`config.mk`:
```
export PLATFORM = sky130hd
export DESIGN_NAME = bir_ram
export DESIGN_NICKNAME = d
export VERILOG_FILES = /design/src/hdl/bir_ram.sv
export SDC_FILE = /design/constraint.sdc
export NUM_CORES = 2
export LEC_CHECK = 0
export CELL_PAD_IN_SITES_DETAIL_PLACEMENT = 0
export CELL_PAD_IN_SITES_GLOBAL_PLACEMENT = 1
export CORE_MARGIN = 2
export CORE_UTILIZATION = 56
export CTS_CLUSTER_DIAMETER = 150
export DETAILED_ROUTE_END_ITERATION = 8
export DONT_BUFFER_PORTS = 1
export MAX_ROUTING_LAYER = met4
export PLACE_DENSITY = 0.91
export SYNTH_ARGS = -nofsm -noshare
export SYNTH_HDL_FRONTEND = slang
export SYNTH_SLANG_ARGS = --single-unit
```
`constraint.sdc`:
```
create_clock -name i_clk -period 3.2 [get_ports i_clk]
set_clock_uncertainty 0.2 [all_clocks]
set_input_delay 0.48 -clock i_clk [delete_from_list [all_inputs] [get_ports i_clk]]
set_output_delay 0.48 -clock i_clk [all_outputs]
set_load 0.01 [all_outputs]
```
`src/hdl/bir_ram.sv`:
```
module bir_ram #(
    parameter int WIDTH = 8,
    parameter int DEPTH = 256
) (
    input  logic                     i_clk,
    input  logic                     i_we,
    input  logic [$clog2(DEPTH)-1:0] i_waddr,
    input  logic [WIDTH-1:0]         i_wdata,
    input  logic [$clog2(DEPTH)-1:0] i_raddr,
    output logic [WIDTH-1:0]         o_rdata
);

    logic [WIDTH-1:0] r_mem [DEPTH];
    logic [WIDTH-1:0] r_rdata;

    always_ff @(posedge i_clk) begin
        if (i_we) begin
            r_mem[i_waddr] <= i_wdata;
        end
        r_rdata <= r_mem[i_raddr];
    end

    assign o_rdata = r_rdata;

endmodule

```
### After elaboration in Yosys (flattened, before gate mapping)

Memories as Yosys holds them, arrays and structs flattened. A register that Yosys moved wholly into a read port is not among the register bits.
Cells that the tools add are included.

* flip-flop bits (word level): 0
* memories kept: 1
* output and inout bits: 8
* input port bits: 26
* word-level logic and storage cells: 3
* bits in writable memories: 2048

Memory list
* r_mem: words 256, width 8, rd ports 1, clocked after Yosys merged registers in 1, wr ports 1, RTL line 13 `logic [WIDTH-1:0] r_mem [DEPTH];`

* muxes and demuxes: 2

Operator list (number)
* $mux 1: 2

### Longest topological paths before layout

* depth after elaboration: 2
* gate-level depth with buffers: 11
* mapped depth without buffers: 6

### Least setup slack after synthesis

Ideal clock, no wire load.

* path kind: input-to-reg
* start: input i_raddr[0]
* end: register r_rdata[2] (netlist: o_rdata[2]), read port of r_mem
* buffers on the path: 4
* setup slack: 0.582 ns
* arrival: 2.287 ns
* stages: 9
* setup time: 0.131 ns
* path through: buf_6 -> buf_12 -> buf_8 -> buf_2 -> mux4_2 -> a22oi_1 -> a21oi_1 -> nor4_1 -> nor4_2

RTL lines
* start: declaration: RTL line 9 `input logic [$clog2(DEPTH)-1:0] i_raddr,`
* end: declaration: RTL line 14 `logic [WIDTH-1:0] r_rdata;`

==> summary.md <==
Power and ir drop
• part of the total power dissipated in sequential elements: 54.2%
• share of power burned in combinational logic: 3.5%
• Static Leakage: 28.6 nW
• internal power consumption: 0.0438 W
• net switching power: 0.0111 W
• switch share: 20.2%
• power share of the clock group: 42.3%
• Total Power Consumption: 0.0549 W
• Cell Pwr Density: 608 nW/um^2
• VDD IR max: 0.581 mV

Detailed routing
• Avg WL per Cell: 32.6 um
• Via Count: 41900
• number of iterations in the first detailed-routing pass: 7
• Via-to-Cell Ratio: 6.80
• antenna viol nets, final: 0
• final wirelength: 201000 um
• DRC violation count after routing: 0
• count of routing violations after the opening detailed-route iteration: 6299

Timing
• Max Clock Freq: 282 MHz
• final count of negative-setup-slack endpoints: 6
• time the final worst path needs with I/O delays and setup: 3.54 ns
• unrepaired setup endpoints after global routing: no
• worst-margin pin slew: 1.96 ns
• number of pins with negative max-slew slack in the final report: 399
• final hold viol count: 1288
• Final Worst Setup Slack: -0.343 ns
• final worst-path cycle share: 111%
• aggregate negative setup slack: -1.07 ns
• worst hold slack across all endpoints: -0.432 ns
• relative max-transition margin: -30.4%

Place
• Cells after DPL: 5785
• placed standard-cell area: 83600 um^2
• estimated wirelength of the detail-placed design: 105000 um
• placer congestion estimate: 0.879
• number of input and output port buffers inserted: 0

Layout
• Final Net Count: 4133
• area overhead of the layout relative to synthesis: 13.4%
• final design instance area without fill: 90300 um^2
• final core utilization: 63.9%
• final cell count without fillers: 6168
• share of final-layout standard cells stronger than drive strength 1: 27.3%
• Filler Cells Inserted: 8784

Worst setup path
• Most Frequent Cell on Critical Path: sky130_fd_sc_hd__mux4_2
• Critical Setup Path Class: input pin to flip-flop
• launch point of the worst path: i_raddr[0]
• worst reg2reg path startpoint: r_mem[132][0]
• capturing element type of the critical path: flip-flop
• highest fanout seen on the critical path: 578
• delay of the slowest cell on the worst path: 1.10 ns
• crit-path cells: mux4_2 > mux4_2 > nor2_1 > a2111oi_0 > nor3_2 > nor4_2
• cell type of the slowest stage on the worst timing path: sky130_fd_sc_hd__mux4_2
• CP required: 3.68 ns
• type of origin of the critical path: input pin
• data arrival time at the worst-slack endpoint: 4.02 ns

Flow run
• total of max-cap violations: 0

GRT
• global-route wire length before repair: 289000 um
• overall fraction of global-route tracks in use: 28.5%
• maximum number of pins on one net before global-route repair: 579
• residual overflow from global routing: 0
• number of antenna violations at the first check in global routing: 8
• number of global-route vias before repair: 42000

Synthesis
• fraction of registers with async set/reset: 0%
• number of enable flip-flop cells after synthesis: 2048
• yosys synthesis warning count: 0
• total of flip-flops plus latches after synthesis: 2056
• post-synth cell types: 55
• cell types occupying the most area after synthesis: sky130_fd_sc_hd__edfxtp_1, sky130_fd_sc_hd__mux4_2, sky130_fd_sc_hd__mux2i_1
• Most used DFF post-synth: sky130_fd_sc_hd__edfxtp_1
• top post-synthesis cells by count: sky130_fd_sc_hd__edfxtp_1, sky130_fd_sc_hd__mux4_2, sky130_fd_sc_hd__nor2_1
• fraction of the yosys area taken by sequential cells: 77.5%
• average cell area after synthesis: 21.3 um^2
• nets in the synthesized netlist: 3759
• post-synthesis cell type with the largest combined area: sky130_fd_sc_hd__edfxtp_1
• synthesized instance count: 3733
• share of Yosys cell area claimed by the top area cell type: 77.3%
• most common cell in the netlist: sky130_fd_sc_hd__edfxtp_1
• netlist area before placement: 79600 um^2

Clocking
• Bufs on Longest Clock Path: 3
• clock root buffer: sky130_fd_sc_hd__clkbuf_16
• CTS clock-pin slew for the worst setup and hold paths: 0.07 ns
• clock latency on the worst-skew pair: 0.83 ns
• number of buffers created by CTS: 193
• number of buffers inserted by post-CTS setup repair: 0
• H-Tree Level Count: 4
• clock sink count: 2056
• clock tree from TritonCTS: yes

Die
• number of top-level design ports: 34
• area of the core: 141000 um^2
• starting density of the core: 56.3%
• DIE WIDTH: 381 um
• floorplan die area: 145000 um^2
• number of rows created at floorplan: 138
• die height: 381 um

Run status
• result of the run: finished, violations left
• violated checks: negative hold slack, max-slew violations, negative setup slack

Hold path
• startpoint of the lowest-slack hold path: i_wdata[4]
• worst min-delay path class: input pin to flip-flop

cell usage in the layout (no fill, tap or decap), types with 13 or more instances in the layout:
cell                            synthesis  layout
sky130_fd_sc_hd__edfxtp_1            2048    2048
sky130_fd_sc_hd__mux4_2               454     454
sky130_fd_sc_hd__buf_4                 27     389
sky130_fd_sc_hd__nor2_1               282     279
sky130_fd_sc_hd__clkbuf_16              0     195
sky130_fd_sc_hd__mux2i_1              134     134
sky130_fd_sc_hd__a22oi_1              133     133
sky130_fd_sc_hd__a21oi_1               96      96
sky130_fd_sc_hd__o221ai_1              46      46
sky130_fd_sc_hd__clkinv_2               0      39
sky130_fd_sc_hd__nand3_1               34      34
sky130_fd_sc_hd__clkbuf_1             111      34
sky130_fd_sc_hd__clkinv_1               1      33
sky130_fd_sc_hd__nand2_1               33      33
sky130_fd_sc_hd__o22ai_1               28      28
sky130_fd_sc_hd__nor2b_1               31      28
sky130_fd_sc_hd__bufinv_16              0      24
sky130_fd_sc_hd__nor4_1                24      21
sky130_fd_sc_hd__nor3_1                22      20
sky130_fd_sc_hd__a211oi_1              16      16
sky130_fd_sc_hd__diode_2                0      14
sky130_fd_sc_hd__a221oi_1              13      13
sky130_fd_sc_hd__dlygate4sd3_1          0      13
metrics by stage:
step	setup WS [ns]	hold slack, ns
floorplan	0.582	0.379
global placement	-0.687	0.400
detailed placement	-0.556	0.395
CTS	0.0480	-0.463
global route	0.132	-0.458
finish	-0.343	-0.432
path summary, 6_finish.rpt:
check / endpoint / slack (ns) / cells past startpoint
worst max-delay path: o_rdata[0] / -0.34 / 6
worst min register to register: o_rdata[5] / 0.90 / 6
worst min-delay path: r_mem[84][4] / -0.43 / 0
worst max register to register: o_rdata[0] / 0.33 / 6
what timing repair did:
action / CTS / global route
hold buffers: 10 / 7
resized for setup: 0 / 3
setup endpoints to repair: 0 / 3
hold endpoints to repair: 2201 / 1880
routing by layer:
metal	vias up	global-route usage, %	wire (um)
li1	16400	-	-
met1	21500	35.8	67600
met2	3424	44.4	98400
met3	570	7.27	25600
met4	0	12.3	9490
met5	-	-	0
cell type report:
class / count / area, um^2 / share of cell area [%]
Multi-Input combinational cell: 1442 / 16500 / 18.3
Sequential cell: 2056 / 61700 / 68.3
Inverter: 2 / 7.51 / 0.00832
Clock inverter: 123 / 1400 / 1.55
Clock buffer: 229 / 5010 / 5.55
Antenna cell: 14 / 35.0 / 0.0388
Timing Repair Buffer: 412 / 3280 / 3.63
Tap cell: 1890 / 2360 / 2.62
kinds of logic after synthesis:
logic type / after synthesis / synth area share (%)
simple gates: 466 / 2.63
flops: 2056 / 77.5
buf+inv: 235 / 1.83
compound gates: 385 / 3.42
mux: 591 / 14.6
sequential cells by signal, summed over array words and instances (netlist names):
| signal | flops |
|---|---|
| o_rdata | 8 |
| r_mem | 2048 |
worst max-delay path: cells and delay by family:
kind	cells	cell delay [ns]
multiplexers	2	1.58
AND/OR/NAND/NOR	3	0.97
AO/OA/AOI/OAI	1	0.17
power groups by stage:
stage,combinational (W),clock [W],sequential [W]
floorplan,0.00144,0,0.0303
global placement,0.00160,0,0.0303
detailed placement,0.00163,0,0.0303
CTS,0.00169,0.0234,0.0298
global route,0.00192,0.0243,0.0297
finish,0.00191,0.0232,0.0298
(Power assumes the default switching activity.)
