File: src/hdl/bir_pkg.sv
package bir_pkg;

    localparam int MAX_WIDTH  = 256;
    localparam int MAX_HEIGHT = 256;

    localparam int PIX_W   = 8;
    localparam int COORD_W = 8;
    localparam int CFG_W   = 9;
    localparam int IDX_W   = 4;
    localparam int FRAC_W  = 15;
    localparam int WGT_W   = FRAC_W + 1;

    // (2i+1)*s, the divisor 2t and the full quotient (offset bits plus Q15 fraction)
    localparam int NUM_W = COORD_W + 1 + CFG_W;
    localparam int LIM_W = NUM_W + 1;
    localparam int DEN_W = CFG_W + 1;
    localparam int QB    = CFG_W + FRAC_W;

    localparam int XW = $clog2(MAX_WIDTH);
    localparam int YW = $clog2(MAX_HEIGHT);
    localparam int AW = XW + YW;

    localparam logic [IDX_W-1:0] REG_SRC_W = IDX_W'(0);
    localparam logic [IDX_W-1:0] REG_SRC_H = IDX_W'(1);
    localparam logic [IDX_W-1:0] REG_TGT_W = IDX_W'(2);
    localparam logic [IDX_W-1:0] REG_TGT_H = IDX_W'(3);

    localparam logic OP_WRITE = 1'b0;
    localparam logic OP_READ  = 1'b1;

    typedef struct packed {
        logic             start;
        logic [NUM_W-1:0] num;
        logic [DEN_W-1:0] den;
    } t_div_req;

endpackage

File: src/hdl/bir_div.sv
module bir_div (
    input  logic                  i_clk,
    input  logic                  i_rst_n,
    input  bir_pkg::t_div_req     i_req,
    output logic                  o_done,
    output logic [bir_pkg::QB-1:0] o_quo
);
    import bir_pkg::*;

    localparam int CNT_W = $clog2(QB + 1);

    logic [CNT_W-1:0] r_cnt;
    logic             r_done;
    logic [DEN_W-1:0] r_rem;
    logic [DEN_W-1:0] r_den;
    logic [QB-1:0]    r_sh;
    logic [QB-1:0]    r_quo;
    logic [DEN_W:0]   trial;
    logic             fit;

    // restoring division of {num, 15 zero bits} by den, one quotient bit per cycle
    assign trial = {r_rem, r_sh[QB-1]};
    assign fit   = (trial >= {1'b0, r_den});

    always_ff @(posedge i_clk) begin
        if (!i_rst_n) begin
            r_cnt  <= '0;
            r_done <= 1'b0;
        end else begin
            r_done <= 1'b0;
            if (i_req.start) begin
                r_cnt <= CNT_W'(QB);
            end else if (r_cnt != '0) begin
                r_cnt  <= r_cnt - CNT_W'(1);
                r_done <= (r_cnt == CNT_W'(1));
            end
        end
    end

    always_ff @(posedge i_clk) begin
        if (i_req.start) begin
            // upper part of the dividend is already below the divisor
            r_rem <= DEN_W'(i_req.num >> CFG_W);
            r_sh  <= {i_req.num[CFG_W-1:0], FRAC_W'(0)};
            r_den <= i_req.den;
        end else if (r_cnt != '0) begin
            r_rem <= fit ? DEN_W'(trial - {1'b0, r_den}) : trial[DEN_W-1:0];
            r_sh  <= {r_sh[QB-2:0], 1'b0};
            r_quo <= {r_quo[QB-2:0], fit};
        end
    end

    assign o_done = r_done;
    assign o_quo  = r_quo;

endmodule

File: config.mk
export PLATFORM = sky130hd
export DESIGN_NAME = bir_div
export DESIGN_NICKNAME = d
export VERILOG_FILES = /design/src/hdl/bir_pkg.sv /design/src/hdl/bir_div.sv
export SDC_FILE = /design/constraint.sdc
export NUM_CORES = 1
export LEC_CHECK = 0
export BUFFER_PORTS_ARGS = -buffer_cell sky130_fd_sc_hd__buf_2
export CAP_MARGIN = 10
export CORE_MARGIN = 2
export CORE_UTILIZATION = 54
export DETAILED_ROUTE_END_ITERATION = 12
export HOLD_SLACK_MARGIN = 0.02
export PLACE_DENSITY = 0.75
export SLEW_MARGIN = 25
export SYNTH_ARGS = -nofsm -noshare
export SYNTH_HDL_FRONTEND = slang
export SYNTH_SLANG_ARGS = --single-unit
export TNS_END_PERCENT = 30
File: constraint.sdc
create_clock -name i_clk -period 3.2 [get_ports i_clk]
set_input_delay 0.48 -clock i_clk [delete_from_list [all_inputs] [get_ports i_clk]]
set_output_delay 0.48 -clock i_clk [all_outputs]
set_load 0.01 [all_outputs]
After elaboration in Yosys (flattened, before gate mapping)
Cells that the tools add are included. W data, S select, Z words.

Flip-flop bits (word level): 59. Bits in read-only memories: 0. Bits in latches: 0. Output and inout bits: 25. Logic and storage cells: 27. RAM bits: 0. Memories: 0. Bits of input ports: 31.

$mul: 0. Add/sub/neg operators: 2. Bitwise operators: 3. Magnitude comparators: 1. Divide/modulo/power cells: 0. Shifts and indexed selects: 0. Reductions and logical operators: 5. Equal/unequal tests: 1. Mux-type cells: 7.

Operator list (count): $mux W24 (2); $mux W9 (2); $ge A11 B10 Y1 (1); $mux W10 (1); $mux W5 (2); $sub A10 B10 Y10 (1); $eq A5 B1 Y1 const B (1); $reduce_bool A5 Y1 (1); $sub A5 B1 Y5 const B (1); $not A1 Y1 (3); $reduce_or A3 Y1 (1); $reduce_and A2 Y1 (1); $reduce_bool A2 Y1 (1); $reduce_or A2 Y1 (1).

Depth between registers and ports, before layout
Depth after elaboration: 4. Gate-level depth with buffers: 10. Depth with buffers taken out: 9.

Worst setup path before layout
No wires, ideal clock.

Path type: in2reg. Start point: input i_req[28] in the netlist's numbering. End point: register r_rem[9]. Stages on the path: 4. Library setup time: 0.093 ns. Path slack: 0.690 ns. Buffers on the path: 1. Required time: 3.107 ns. Arrival: 2.417 ns. Cell sequence: clkbuf_1 > a21oi_1 > o41ai_1 > o32ai_1.

RTL lines: start: declaration (line bir_div.sv:4) `input bir_pkg::t_div_req i_req,`; end signal: assignment (line bir_div.sv:43) `r_rem <= DEN_W'(i_req.num >> CFG_W);`; end signal: assignment (line bir_div.sv:47) `r_rem <= fit ? DEN_W'(trial - {1'b0, r_den}) : trial[DEN_W-1:0];`; end: declaration (line bir_div.sv:14) `logic [DEN_W-1:0] r_rem;`.

Final worst setup path
Start point: register r_rem[5]. End point: register r_rem[1], data pin.

Cells in the longest elaborated chain, start to end: 4.

RTL lines: $ge A11 B10 Y1 (line bir_div.sv:23) `assign fit = (trial >= {1'b0, r_den});`; $mux W10 (line bir_div.sv:47); $mux W9 (line bir_div.sv:46) `end else if (r_cnt != '0) begin`; $mux W9 (line bir_div.sv:41) `if (i_req.start) begin`.

No other way between the ends. The select of a mux whose other input is x is not followed. A chain may end at the register's enable or synchronous reset.

==> run summary <==
Placed design
- number of buffers inserted by port buffering: 55
- gp weighted congestion: 0.918
- DP HPWL: 3.27 mm

Power and ir drop
- power density normalized to cell area: 816 nW/um^2
- total power of the final layout: 0.00264 W
- leakage power: 1.35 nW
- Peak VDD IR: 0.444 mV

STA
- f_max: 405 MHz
- Final Max Slew Viols: 0
- Tightest Pin Transition: 0.739 ns
- unrepaired setup endpoints after global routing: false
- final-report setup violation count: 0
- worst slew margin relative to its limit: 50.8%
- Final Hold Vio Count: 0
- skew final: 0.00707 ns
- Post-Route Setup TNS: 0 ns
- Period Utilization, post-route: 77.2%
- final worst path period need: 2.47 ns

Global route
- gr ovfl total: 0
- vias in the first global route: 1,648
- first-pass GRT wire length: 7.39 mm
- number of antenna violations at the first check in global routing: 0
- Global Route Usage Sum: 18.3%
- largest net degree at the start of global routing: 25

Final layout
- fraction of final layout cells with drive strength greater than 1: 33.1%
- fill cell total of the finished layout: 366
- Nets: 306
- Area Overhead vs Synth: 20.8%
- number of antenna cells inserted: 0
- sequential cell area: 1700 um^2
- footprint of the multi-input gates: 896 um^2

Floorplanning
- Die Wd: 74.5 um
- Total Die Area: 5550 um^2
- number of I/O pins: 56
- Placeable Area: 4750 um^2
- die outline height: 74.5 um
- initial cell density of the core: 56.4%
- cell row count: 25

Drt
- total via count in the routed design: 1,735
- average wire per cell in the routed design: 13.9 um
- post-detailed-routing wire length: 4.63 mm
- Vias/cell: 5.21
- residual antenna-violating net count after detailed routing: 0
- iteration count of the initial detailed-routing pass: 4
- iteration-0 DRC count of the detailed router: 74
- number of design rule violations left after detail routing: 0

Worst setup path
- crit path max-delay cell type: sky130_fd_sc_hd__a41o_4
- nature of the critical path endpoint: flop
- worst r2r path cells: 7
- Largest stage delay, worst path: 0.39 ns
- Crit path arrival time: 2.55 ns
- launching point of the worst reg2reg path: r_rem[5]
- worst-path cell chain: ha_1 > a21oi_1 > nand2_1 > o21ai_1 > a41o_4 > mux2i_1 > mux2_2
- critical path start-end classification: reg -> reg
- number of buffer and inverter stages on the critical path: 0
- register-to-register path setup slack: 0.73 ns
- Setup crit start kind: flop
- Top Family by Delay on Critical Path: compound AO/OA/AOI/OAI gates
- maximum fanout count along the critical path: 15
- Worst EP required: 3.28 ns
- capture instance of the worst register-to-register path: r_rem[1]

Hold path
- Hold Startpoint: i_req[0]
- worst hold path type: in -> reg
- Hold Crit Endpoint: r_den[0]
- hold path depth: 1

Logic synthesis
- number of synthesis warnings: 0
- Netlist cell types: 42
- share of async-settable or async-resettable flops after synthesis: 0%
- post-synthesis average cell area: 13.6 um^2
- part of the Yosys area used for sequential elements: 63.4%
- most used flip-flop cell after synthesis: sky130_fd_sc_hd__edfxtp_1
- gate count after technology mapping: 198
- post-synth net total: 243
- flip-flop and latch count after synthesis: 59
- Cell Area, Synth: 2680 um^2
- number of enable-type register cells in the synthesized netlist: 52

Status
- outcome: complete, no violations

CTS
- clock sink total: 59
- clock transition at the registers of the reported paths: 0.06 ns
- number of buffers created by CTS: 9
- Clock Tree Buf Depth: 2
- CTS tree: done
- CTS Root Cell: sky130_fd_sc_hd__clkbuf_8
- CTS H-tree depth: 3
- Clk Latency, worst-skew pair: 0.33 ns
- CTS-repair resized insts: 0
- postcts setup bufs: 0
- quantity of hold-fixing buffers added after cts: 0

Flow run
- Max-Cap Viols: 0

==> area by class of cell <==
class / instances / share of cell area [%]
inverters: 17 / 1.97
clock buffers: 9 / 3.82
flip-flops and latches: 59 / 52.5
clock inverters: 7 / 2.55
repair buffers: 57 / 8.95
well taps: 67 / 2.59
multi-input cells: 117 / 27.6
==> synthesized netlist by cell type (2+ instances only) <==
| cell | count | area, um^2 |
|---|---|---|
| sky130_fd_sc_hd__edfxtp_1 | 52 | 1560 |
| sky130_fd_sc_hd__inv_1 | 16 | 60.1 |
| sky130_fd_sc_hd__nand2_1 | 16 | 60.1 |
| sky130_fd_sc_hd__ha_1 | 13 | 163 |
| sky130_fd_sc_hd__mux2_2 | 10 | 113 |
| sky130_fd_sc_hd__a21oi_1 | 9 | 45.0 |
| sky130_fd_sc_hd__nor2_1 | 8 | 30.0 |
| sky130_fd_sc_hd__dfxtp_1 | 7 | 140 |
| sky130_fd_sc_hd__nor3_1 | 7 | 35.0 |
| sky130_fd_sc_hd__nor2b_1 | 5 | 31.3 |
| sky130_fd_sc_hd__xor2_1 | 5 | 43.8 |
| sky130_fd_sc_hd__clkbuf_1 | 4 | 15.0 |
| sky130_fd_sc_hd__nand3b_1 | 4 | 30.0 |
| sky130_fd_sc_hd__mux2i_1 | 3 | 30.0 |
| sky130_fd_sc_hd__nand2b_1 | 3 | 18.8 |
| sky130_fd_sc_hd__o21ai_0 | 3 | 15.0 |
| sky130_fd_sc_hd__xnor2_1 | 3 | 26.3 |
| sky130_fd_sc_hd__a211oi_1 | 2 | 15.0 |
| sky130_fd_sc_hd__and2_1 | 2 | 12.5 |
| sky130_fd_sc_hd__o21a_1 | 2 | 15.0 |
| sky130_fd_sc_hd__o311ai_0 | 2 | 17.5 |
| sky130_fd_sc_hd__o31a_1 | 2 | 17.5 |
==> cell families (layout without fill, tap and decap cells) <==
logic type / after synthesis / count (layout) / synth area share (%)
and+or+nand+nor: 51 / 51 / 9.74
adders and majority gates: 14 / 14 / 6.81
buffers and inverters: 22 / 90 / 3.36
muxes: 13 / 13 / 5.31
DFF: 59 / 59 / 63.4
xor gates and xnor gates: 8 / 8 / 2.61
AOI/OAI and AO/OA: 31 / 31 / 8.76
==> cells in the final DEF, fill, tap and decap left out, drive strengths merged, types with 7 or more instances in the layout <==
cell | netlist | layout
nand2 | 17 | 17
inv | 17 | 17
nor2 | 8 | 8
clkbuf | 4 | 9
buf | 1 | 57
a21oi | 9 | 9
edfxtp | 52 | 52
dfxtp | 7 | 7
nor3 | 7 | 7
ha | 13 | 13
mux2 | 10 | 10
==> metrics by stage <==
step / area (um^2) / hold slack (ns) / utilization (%) / worst slack [ns] / instances
2_1_floorplan: 2680 / 0.461 / - / 0.690 / 198
3_3_place_gp: 3040 / 0.432 / 63.8 / 0.843 / 317
3_5_place_dp: 3040 / 0.434 / 63.8 / 0.779 / 317
4_1_cts: 3240 / 0.310 / 68.2 / 0.771 / 333
5_1_grt: 3240 / 0.304 / 68.2 / 0.570 / 333
6_report: 3240 / 0.321 / 68.2 / 0.730 / 333
==> worst max path at each step <==
stage          startpoint  cells after the start        to  slack (ns)
5_1_grt          r_rem[5]                      7  r_rem[0]        0.57
2_1_floorplan   i_req[28]                      4  r_rem[9]        0.69
4_1_cts          r_rem[5]                      7  r_rem[1]        0.77
3_5_place_dp     r_rem[5]                      7  r_rem[1]        0.78
6_report         r_rem[5]                      7  r_rem[1]        0.73
3_3_place_gp     r_rem[5]                      7  r_rem[0]        0.84
==> worst register-to-register path, stage by stage, from the launching register on <==
cell	delay, ns
sky130_fd_sc_hd__edfxtp_1	0.38
sky130_fd_sc_hd__ha_1	0.36
sky130_fd_sc_hd__a21oi_1	0.35
sky130_fd_sc_hd__nand2_1	0.11
sky130_fd_sc_hd__o21ai_1	0.27
sky130_fd_sc_hd__a41o_4	0.39
sky130_fd_sc_hd__mux2i_1	0.10
sky130_fd_sc_hd__mux2_2	0.26
==> report_power, final <==
group | switching (W) | internal, W | total, W | leakage [nW]
combinational | 0.000470 | 0.000359 | 0.000829 | 0.669
clock | 0.000278 | 0.000428 | 0.000706 | 0.108
sequential | 0.0000734 | 0.00104 | 0.00111 | 0.575
total | 0.000821 | 0.00182 | 0.00264 | 1.35
==> layer usage <==
layer  vias up  track usage (%)  part of all wire, %
met5         -                0                    0
met4         0             7.14                  1.7
met3        10             7.05                  6.3
met2        62             30.2                   45
met1       802             21.7                   47
li1        861                -                    -
==> flip-flops by register name (all words and copies together), names as in the netlist <==
name	cells
r_den	10
r_cnt	5
r_sh	9
o_quo	24
o_done	1
r_rem	10
Note: power is estimated with default switching activity, not from simulation.
